<file path="src/hdl/nefs_pkg.sv">
`timescale 1ns / 1ps

package nefs_pkg;

    // nesting depth counter width
    localparam int DEPTH_BITS = 9;

    // configuration port
    localparam int PADDR_W = 4;
    localparam int PDATA_W = 32;

    // register indexes (word address paddr[3:2])
    localparam logic [1:0] REG_BEGIN_CHAR     = 2'd0;
    localparam logic [1:0] REG_END_CHAR       = 2'd1;
    localparam logic [1:0] REG_SEPARATOR_CHAR = 2'd2;
    localparam logic [1:0] REG_STRIP_QUOTES   = 2'd3;

    // register reset values
    localparam logic [7:0] BEGIN_CHAR_RST     = 8'd60;
    localparam logic [7:0] END_CHAR_RST       = 8'd62;
    localparam logic [7:0] SEPARATOR_CHAR_RST = 8'd44;

    // fixed bracket, quote, blank and NUL characters
    localparam logic [7:0] CHAR_LT     = 8'h3C;
    localparam logic [7:0] CHAR_LBRACK = 8'h5B;
    localparam logic [7:0] CHAR_LBRACE = 8'h7B;
    localparam logic [7:0] CHAR_GT     = 8'h3E;
    localparam logic [7:0] CHAR_RBRACK = 8'h5D;
    localparam logic [7:0] CHAR_RBRACE = 8'h7D;
    localparam logic [7:0] CHAR_QUOTE  = 8'h22;
    localparam logic [7:0] CHAR_SPACE  = 8'h20;
    localparam logic [7:0] CHAR_TAB    = 8'h09;
    localparam logic [7:0] CHAR_CR     = 8'h0D;
    localparam logic [7:0] CHAR_NUL    = 8'h00;

    // input kind codes
    localparam logic KIND_RESTART = 1'b0;
    localparam logic KIND_CHAR    = 1'b1;

    typedef logic signed [DEPTH_BITS-1:0] depth_t;

    localparam depth_t DEPTH_MAX  = {1'b0, {(DEPTH_BITS-1){1'b1}}};
    localparam depth_t DEPTH_MIN  = {1'b1, {(DEPTH_BITS-1){1'b0}}};
    localparam depth_t DEPTH_ZERO = '0;
    localparam depth_t DEPTH_ONE  = depth_t'(1);

    localparam logic [15:0] POS_MAX = 16'hFFFF;

    typedef struct packed {
        logic       kind;
        logic [7:0] character;
    } in_beat_t;

    typedef struct packed {
        logic        append_valid;
        logic [7:0]  append_char;
        logic        field_end;
        logic        entry_done;
        logic [15:0] char_position;
    } out_beat_t;

    typedef struct packed {
        logic [7:0] begin_char;
        logic [7:0] end_char;
        logic [7:0] separator_char;
        logic       strip_quotes;
    } cfg_t;

    typedef struct packed {
        depth_t      nest_depth;
        logic        in_quote;
        logic        finished;
        logic [15:0] position_count;
    } parse_state_t;

endpackage

</file>
<file path="src/hdl/nefs_cfg_regs.sv">
`timescale 1ns / 1ps

module nefs_cfg_regs (
    input  logic                          aclk,
    input  logic                          aresetn,
    input  logic                          psel,
    input  logic                          penable,
    input  logic                          pwrite,
    input  logic [nefs_pkg::PADDR_W-1:0]  paddr,
    input  logic [nefs_pkg::PDATA_W-1:0]  pwdata,
    output logic [nefs_pkg::PDATA_W-1:0]  prdata,
    output logic                          pready,
    output nefs_pkg::cfg_t                cfg
);

    nefs_pkg::cfg_t cfg_reg;
    logic           wr_en;
    logic [1:0]     reg_idx;

    assign pready  = 1'b1;
    assign wr_en   = psel && penable && pwrite;
    assign reg_idx = paddr[3:2];
    assign cfg     = cfg_reg;

    // register writes on the access phase
    always_ff @(posedge aclk) begin
        if (!aresetn) begin
            cfg_reg.begin_char     <= nefs_pkg::BEGIN_CHAR_RST;
            cfg_reg.end_char       <= nefs_pkg::END_CHAR_RST;
            cfg_reg.separator_char <= nefs_pkg::SEPARATOR_CHAR_RST;
            cfg_reg.strip_quotes   <= 1'b0;
        end else if (wr_en) begin
            unique case (reg_idx)
                nefs_pkg::REG_BEGIN_CHAR:     cfg_reg.begin_char     <= pwdata[7:0];
                nefs_pkg::REG_END_CHAR:       cfg_reg.end_char       <= pwdata[7:0];
                nefs_pkg::REG_SEPARATOR_CHAR: cfg_reg.separator_char <= pwdata[7:0];
                nefs_pkg::REG_STRIP_QUOTES:   cfg_reg.strip_quotes   <= pwdata[0];
                default: ;
            endcase
        end
    end

    // read mux
    always_comb begin
        prdata = '0;
        unique case (reg_idx)
            nefs_pkg::REG_BEGIN_CHAR:     prdata[7:0] = cfg_reg.begin_char;
            nefs_pkg::REG_END_CHAR:       prdata[7:0] = cfg_reg.end_char;
            nefs_pkg::REG_SEPARATOR_CHAR: prdata[7:0] = cfg_reg.separator_char;
            nefs_pkg::REG_STRIP_QUOTES:   prdata[0]   = cfg_reg.strip_quotes;
            default: ;
        endcase
    end

endmodule

</file>
<file path="src/hdl/nefs_step.sv">
`timescale 1ns / 1ps

module nefs_step (
    input  nefs_pkg::cfg_t         cfg,
    input  nefs_pkg::parse_state_t cur,
    input  nefs_pkg::in_beat_t     in_beat,
    output nefs_pkg::parse_state_t nxt,
    output nefs_pkg::out_beat_t    res
);

    logic [7:0]      c;
    logic            is_opener;
    logic            is_closer;
    logic            is_quote;
    logic            is_blank;
    logic            is_delim;
    logic            quote_new;
    logic            app;
    logic            fend;
    nefs_pkg::depth_t depth_open;
    nefs_pkg::depth_t depth_close;

    function automatic logic depth_open_ok(nefs_pkg::depth_t d);
        return d != nefs_pkg::DEPTH_MAX;
    endfunction

    assign c = in_beat.character;

    // character classes
    assign is_opener = !cur.in_quote &&
                       (c == cfg.begin_char || c == nefs_pkg::CHAR_LT ||
                        c == nefs_pkg::CHAR_LBRACK || c == nefs_pkg::CHAR_LBRACE);
    assign is_quote  = (c == nefs_pkg::CHAR_QUOTE);
    assign quote_new = cur.in_quote ^ is_quote;
    assign is_closer = !quote_new &&
                       (c == cfg.end_char || c == nefs_pkg::CHAR_GT ||
                        c == nefs_pkg::CHAR_RBRACK || c == nefs_pkg::CHAR_RBRACE);
    assign is_blank  = (c == nefs_pkg::CHAR_SPACE) ||
                       (c >= nefs_pkg::CHAR_TAB && c <= nefs_pkg::CHAR_CR);
    assign is_delim  = (c == cfg.separator_char) || (c == cfg.begin_char) ||
                       (c == cfg.end_char);

    // depth after opener, saturating high
    assign depth_open = (is_opener && depth_open_ok(cur.nest_depth)) ?
                        nefs_pkg::depth_t'(cur.nest_depth + nefs_pkg::DEPTH_ONE) :
                        cur.nest_depth;

    // depth after closer, saturating low
    assign depth_close = (is_closer && depth_open != nefs_pkg::DEPTH_MIN) ?
                         nefs_pkg::depth_t'(depth_open - nefs_pkg::DEPTH_ONE) :
                         depth_open;

    // append and field end tests use the new quote flag
    assign app = (!cfg.strip_quotes || depth_open != nefs_pkg::DEPTH_ONE || !is_quote) &&
                 (c != nefs_pkg::CHAR_NUL) &&
                 (quote_new ||
                  ((depth_open > nefs_pkg::DEPTH_ONE || !is_delim) && !is_blank));
    assign fend = !quote_new && depth_open == nefs_pkg::DEPTH_ONE &&
                  (c == cfg.separator_char || c == cfg.end_char);

    // next state and result
    always_comb begin
        nxt = cur;
        res = '0;
        priority if (in_beat.kind == nefs_pkg::KIND_RESTART) begin
            nxt = '0;
        end else if (cur.finished) begin
            nxt = cur;
        end else begin
            nxt.nest_depth     = depth_close;
            nxt.in_quote       = quote_new;
            nxt.finished       = (depth_close == nefs_pkg::DEPTH_ZERO);
            nxt.position_count = (cur.position_count == nefs_pkg::POS_MAX) ?
                                 cur.position_count :
                                 16'(cur.position_count + 16'd1);
            res.append_valid   = app;
            res.append_char    = app ? c : 8'd0;
            res.field_end      = fend;
            res.entry_done     = (depth_close == nefs_pkg::DEPTH_ZERO);
            res.char_position  = cur.position_count;
        end
    end

endmodule

</file>
<file path="src/hdl/nested_entry_field_splitter_top.sv">
`timescale 1ns / 1ps

// channel   | handshake                 | payload
// ----------+---------------------------+------------------------------
// input     | s_valid / s_ready         | s_data  (nefs_pkg::in_beat_t)
// result    | m_valid / m_ready         | m_data  (nefs_pkg::out_beat_t)
// config    | psel/penable/pwrite/pready| paddr, pwdata, prdata
//
// One beat per clock unless the result stalls: the single result register
// behind the parse logic gets a beat's result in the cycle after acceptance.
// s_ready is high while the result register is empty or being drained, so
// input and output overlap without bubbles. Synchronous active-low reset
// clears the parse state, the result valid flag and the registers to their
// defaults. A stalled result holds its register and stalls the input.

module nested_entry_field_splitter_top (
    input  logic                          aclk,
    input  logic                          aresetn,
    input  logic                          s_valid,
    output logic                          s_ready,
    input  nefs_pkg::in_beat_t            s_data,
    output logic                          m_valid,
    input  logic                          m_ready,
    output nefs_pkg::out_beat_t           m_data,
    input  logic                          psel,
    input  logic                          penable,
    input  logic                          pwrite,
    input  logic [nefs_pkg::PADDR_W-1:0]  paddr,
    input  logic [nefs_pkg::PDATA_W-1:0]  pwdata,
    output logic [nefs_pkg::PDATA_W-1:0]  prdata,
    output logic                          pready
);

    nefs_pkg::cfg_t         cfg;
    nefs_pkg::parse_state_t state_reg;
    nefs_pkg::parse_state_t state_next;
    nefs_pkg::out_beat_t    res_next;
    nefs_pkg::out_beat_t    m_data_reg;
    logic                   m_valid_reg;
    logic                   s_fire;

    nefs_cfg_regs u_cfg (
        .aclk    (aclk),
        .aresetn (aresetn),
        .psel    (psel),
        .penable (penable),
        .pwrite  (pwrite),
        .paddr   (paddr),
        .pwdata  (pwdata),
        .prdata  (prdata),
        .pready  (pready),
        .cfg     (cfg)
    );

    nefs_step u_step (
        .cfg     (cfg),
        .cur     (state_reg),
        .in_beat (s_data),
        .nxt     (state_next),
        .res     (res_next)
    );

    // accept when the result slot is free or draining
    assign s_ready = !m_valid_reg || m_ready;
    assign s_fire  = s_valid && s_ready;
    assign m_valid = m_valid_reg;
    assign m_data  = m_data_reg;

    // parse state and result valid
    always_ff @(posedge aclk) begin
        if (!aresetn) begin
            state_reg   <= '0;
            m_valid_reg <= 1'b0;
        end else begin
            if (s_fire) begin
                state_reg <= state_next;
            end
            if (s_fire) begin
                m_valid_reg <= 1'b1;
            end else if (m_ready) begin
                m_valid_reg <= 1'b0;
            end
        end
    end

    // result payload
    always_ff @(posedge aclk) begin
        if (s_fire) begin
            m_data_reg <= res_next;
        end
    end

endmodule
</file>
<file path="config.mk">
export PLATFORM = sky130hd
export DESIGN_NAME = nested_entry_field_splitter_top
export DESIGN_NICKNAME = d
export VERILOG_FILES = /design/src/hdl/nefs_pkg.sv /design/src/hdl/nefs_cfg_regs.sv /design/src/hdl/nefs_step.sv /design/src/hdl/nested_entry_field_splitter_top.sv
export SDC_FILE = /design/constraint.sdc
export NUM_CORES = 1
export LEC_CHECK = 0
export BUFFER_PORTS_ARGS = -buffer_cell sky130_fd_sc_hd__buf_2
export CAP_MARGIN = 20
export CORE_MARGIN = 4
export CORE_UTILIZATION = 50
export CTS_BUF_LIST = sky130_fd_sc_hd__clkbuf_2
export DETAILED_ROUTE_END_ITERATION = 6
export HOLD_SLACK_MARGIN = 0.06
export PLACE_DENSITY = 0.75
export SETUP_SLACK_MARGIN = 0.02
export SYNTH_ARGS = -nofsm -noshare
export SYNTH_HDL_FRONTEND = slang
export SYNTH_SLANG_ARGS = --single-unit
</file>
<file path="constraint.sdc">
create_clock -name aclk -period 6 [get_ports aclk]
set_clock_uncertainty 0.15 [all_clocks]
set_input_delay 1.5 -clock aclk [delete_from_list [all_inputs] [get_ports aclk]]
set_output_delay 1.5 -clock aclk [all_outputs]
set_load 0.005 [all_outputs]
</file>
After elaboration in Yosys (flattened, before gate mapping)
Cells that the tools add are included.
{"block": "classes", "add_sub_neg": 3, "order_cmp": 3, "eq_ne": 21, "muxes": 9, "bitwise_logic": 3, "reduce_logical": 47}
{"op": "27-bit two-way mux", "n": 2}
{"op": "8-bit by 6-bit equality test with 1-bit output (second input constant)", "n": 4}
{"op": "8-bit by 7-bit equality test with 1-bit output (second input constant)", "n": 4}
{"op": "8-bit equality test", "n": 3}
{"op": "7-bit one-hot mux with 3 select lines", "n": 1}
{"op": "9-bit two-way mux", "n": 2}
{"op": "9-bit != test (second input constant)", "n": 2}
{"op": "16-bit by 1-bit adder with 16-bit output (second input constant)", "n": 1}
{"op": "16-bit equality test (second input constant)", "n": 1}
{"op": "16-bit two-way mux", "n": 1}
{"op": "1-bit logical OR", "n": 15}
{"op": "1-bit logical AND", "n": 13}
{"op": "2-bit AND reduction", "n": 5}
{"op": "9-bit by 2-bit adder with 9-bit output (second input constant)", "n": 1}
{"op": "9-bit by 2-bit equality test with 1-bit output (second input constant)", "n": 1}
{"op": "9-bit by 2-bit greater-than comparator with 1-bit output (second input constant)", "n": 1}
{"op": "9-bit zero test", "n": 1}
{"op": "9-bit by 2-bit != test with 1-bit output (second input constant)", "n": 1}
{"op": "9-bit by 2-bit subtractor with 9-bit output (second input constant)", "n": 1}
{"op": "8-bit by 4-bit >= comparator with 1-bit output (second input constant)", "n": 1}
{"op": "8-bit by 4-bit less-or-equal comparator with 1-bit output (second input constant)", "n": 1}
{"op": "8-bit nonzero test", "n": 1}
{"op": "1-bit zero test", "n": 7}
{"op": "2-bit equality test (second input constant)", "n": 2}
{"op": "other kinds (11)", "n": 14}
{"block": "word_totals", "register_bits": 80, "output_inout_bits": 62}

Longest topological paths before layout
{"block": "depth", "depth_word": 14, "depth_mapped": 17, "ltp_nobuf": 17}

By module
A second synthesis with hierarchy kept.
{"block": "unflattened", "hier_cells": 618, "hier_area_um2": 5487.8}
{"module": "nefs_step", "instances": 1, "cells_per_inst": 318, "area_each_um2": 2125.8}
{"module": "nested_entry_field_splitter_top", "instances": 1, "cells_per_inst": 149, "area_each_um2": 1963.1}
{"module": "nefs_cfg_regs", "instances": 1, "cells_per_inst": 151, "area_each_um2": 1398.8}

Least setup slack after synthesis
OpenSTA, ideal clock, no wires.
{"block": "synth_timing", "path_type": "input to register", "startpoint": "input port s_data[3] (netlist bit)", "endpoint": "register m_data_reg, in the netlist m_data[16] (data pin)", "t_arrival_ps": 4075, "required_ps": 5581, "slack_ps": 1506, "cell_stages": 14, "cell_sequence": "buf_6 xor2_2 nor4_4 a21boi_2 nor2_4 mux2i_1 ha_1 inv_1 a211oi_2 a41oi_4 nand2_4 o2111a_1 nor3b_1 nor4b_2"}
{"block": "synth_via", "elab_chain_len": 11}
{"item": "from (decl)", "line": "nested_entry_field_splitter_top.sv:21", "text": "input nefs_pkg::in_beat_t s_data,"}
{"item": "branches (longest 9 deep; another with 9-bit by 2-bit subtractor with 9-bit output)"}
{"item": "9-bit two-way mux (*)", "line": "nefs_step.sv:49", "text": "assign depth_close = (is_closer && depth_open != nefs_pkg::DEPTH_MIN) ?"}
{"item": "9-bit zero test (*)", "line": "nefs_step.sv:79", "text": "res.entry_done = (depth_close == nefs_pkg::DEPTH_ZERO);"}
{"item": "to (signal assigned)", "line": "nested_entry_field_splitter_top.sv:89", "text": "m_data_reg <= res_next;"}
{"item": "to (decl)", "line": "nested_entry_field_splitter_top.sv:38", "text": "nefs_pkg::out_beat_t m_data_reg;"}
Mark *: on every way between the ends.
A chain may end at the register's enable or synchronous reset.

Final worst setup path
{"block": "layout_timing", "startpoint": "input port s_data[6] (netlist bit)", "endpoint": "register m_data_reg, in the netlist m_data[16] (data pin)"}
Same word-level chain as after synthesis.

==> impl_metrics.ini <==
[status]
status = finished clean

[cells_and_area]
drive_gt1_share_pct = 17.56
register_area_mm2 = 0.001872
fin_cells = 727
antenna_cells = 0
syn_to_final_growth_pct = 7.169
n_fill_cell = 836
layout.nets = 651
multi_input_area_mm2 = 0.002690

[synth]
yosysSeqAreaShare_pct = 38.58
ys_ff_latch = 80
synth_cell_types = 71
synth_common_cells = nand2_1 (93), dfxtp_1 (53), nor2_1 (35)
syn-cell-area_mm2 = 0.004852
synth_top_cell_by_area = dfxtp_1
synthArstFlopShare_pct = 0
yosysWarningCount = 0
synth_area_leaders = dfxtp_1 (22%), edfxtp_1 (17%), nand2_1 (7.2%)
postSynthAreaPerCell_um2 = 8.919
yosysMostFrequentCell = nand2_1
ys.flop_type = dfxtp_1
yosysTopAreaCellShare_pct = 21.87
synth_edf_count = 27
netlist_instances = 544

[setup_path]
worstPathRequired_ns = 6.23
critPathArrivalTime_ns = 4.81
cp_max_fo = 10
setup.worst_path.start_class = primary input
crit_type = primary input to flop
worstSetupEndpointType = flop

[die]
die_w_um = 106.5
rows = 35
dieArea_mm2 = 0.01134
core_area_mm2 = 0.009328
die_y_um = 106.5
ios = 114
start_util_pct = 52.02

[grt]
grt_max_degree = 41
grt_pass1_vias = 3567
overflow = 0
grt_pass1_wl_um = 16610
antenna_found_initial = 0
grtUsageTotal_pct = 18.05

[routing]
wl_per_cell_um = 13.92
drc = 0
dr.first_iter.drc_count = 249
post_drt_via_cell_ratio = 5.287
routed-via-count = 3844
first_pass_iters = 7
ant_nets = 0
wirelength_um = 10120

[clocking]
post_cts_buffers = 0
clock_sinks = 80
clk_pin_slew_ns = 0.24
cts_tree = done
clock_path_buffers = 2
numCtsBuffers = 9
cts_resized = 0
clock_latency_ns = 0.53
cts_root_buf = clkbuf_2
cts_max_level = 3
hold_buffers = 0

[power]
p_seq_share_pct = 60.8
cellLeakagePower_nw = 2.021
p_int_mw = 0.6791
power_frac_clock_pct = 27.0
power.switching_mw = 0.2818
p_sw_share_pct = 29.33
power_mw = 0.9609
max-vdd-ir-drop_mv = 0.09709
power_density_mw_per_mm2 = 184.8
power_frac_comb_pct = 12.2

[timing]
period_share_pct = 76.43
tns_ns = 0
setup-violations-final = 0
tightestPinTransition_ns = 0.8918
slew_headroom_pct = 40.09
rsz0062_at_grt = no
fin_crit_ns = 4.586
maxSlewViolCount = 0
fmax_ghz = 0.2181
hold_viol_final = 0

[place]
port_buffers = 62
hpwl_um = 7701
gp_congestion = 0.9311
place_inst = 710

[worst_hold_path]
worstHoldPathType = flop to flop

[job]
drv_cap = 0
==> path summary, 6_finish.rpt <==
| path | startpoint | end | slack, ns | cells past startpoint |
|---|---|---|---|---|
| worst min register to register | state_reg[9] | state_reg[9] | 0.35 | 2 |
| worst min-delay path | state_reg[9] | state_reg[9] | 0.35 | 2 |
| worst max register to register | state_reg[21] | m_data[16] | 1.75 | 15 |
| worst max-delay path | s_data[6] | m_data[16] | 1.41 | 13 |
==> critical path: stages <==
cell      delay [ns]
buf_2           0.23
xor2_1          0.15
nor4_4          0.33
a21boi_2        0.20
nor2_4          0.32
mux2i_1         0.40
ha_1            0.27
inv_1           0.06
a211oi_2        0.29
a41oi_4         0.23
o21ai_0         0.33
nor3b_1         0.25
nor4b_2         0.24
==> power groups by stage <==
stage	Sequential [mW]	Clock (mW)	Combinational, mW
floorplan	0.596	0	0.0882
global placement	0.595	0	0.114
detailed placement	0.595	0	0.116
finish	0.584	0.260	0.117
CTS	0.585	0.267	0.117
global route	0.587	0.290	0.130
==> layout by cell type, fill, tap and decap left out, drive strengths merged, types with 22 or more instances in the layout <==
master   n
buf     65
conb    25
xnor2   22
edfxtp  27
xor2    30
nand3   31
o21ai   23
and2    29
nor2    36
dfxtp   53
nand2   94
==> routing by layer <==
metal | GRT usage [%] | part of all wire [%] | vias up
li1 | - | - | 1925
met4 | 6.119 | 1.7 | 0
met5 | 0 | 0 | -
met1 | 23.19 | 44 | 1788
met3 | 4.007 | 6.3 | 15
met2 | 30.05 | 48 | 116
==> stage by stage <==
stage | hold slack (ns) | setup slack, ns | instance area (um^2) | util [%]
after CTS | 0.3559 | 1.543 | 5192 | 55.67
after floorplan | 0.3081 | 1.506 | 4938 | -
final | 0.3524 | 1.414 | 5200 | 55.75
after global routing | 0.3876 | 1.229 | 5200 | 55.75
after detailed placement | 0.3294 | 0.9578 | 5094 | 54.61
after global placement | 0.3170 | 1.055 | 5094 | 54.61
==> layout make-up <==
cell class / count / share of cell area, %
timing repair buffer: 65 / 6.400
clock buffer: 9 / 0.8662
sequential: 80 / 36.00
inverter: 12 / 0.8662
tap: 129 / 3.104
multi-input combinational: 425 / 51.73
clock inverter: 7 / 1.035
==> kinds of logic (layout without fill, tap and decap cells) <==
kind of cell             after synthesis  in the layout  share of synthesized area (%)
AND/OR/NAND/NOR                      253            253                          27.08
flip-flops                            80             80                          38.58
AO/OA/AOI/OAI                         76             76                          12.07
buffers and inverters                 62             93                          7.762
XOR/XNOR                              52             52                          9.851
multiplexers                          13             13                          2.965
adder cells (fa/ha/maj)                6              6                          1.547
other                                  2             25                         0.1548
No activity file was read; power rests on OpenSTA's default activity.
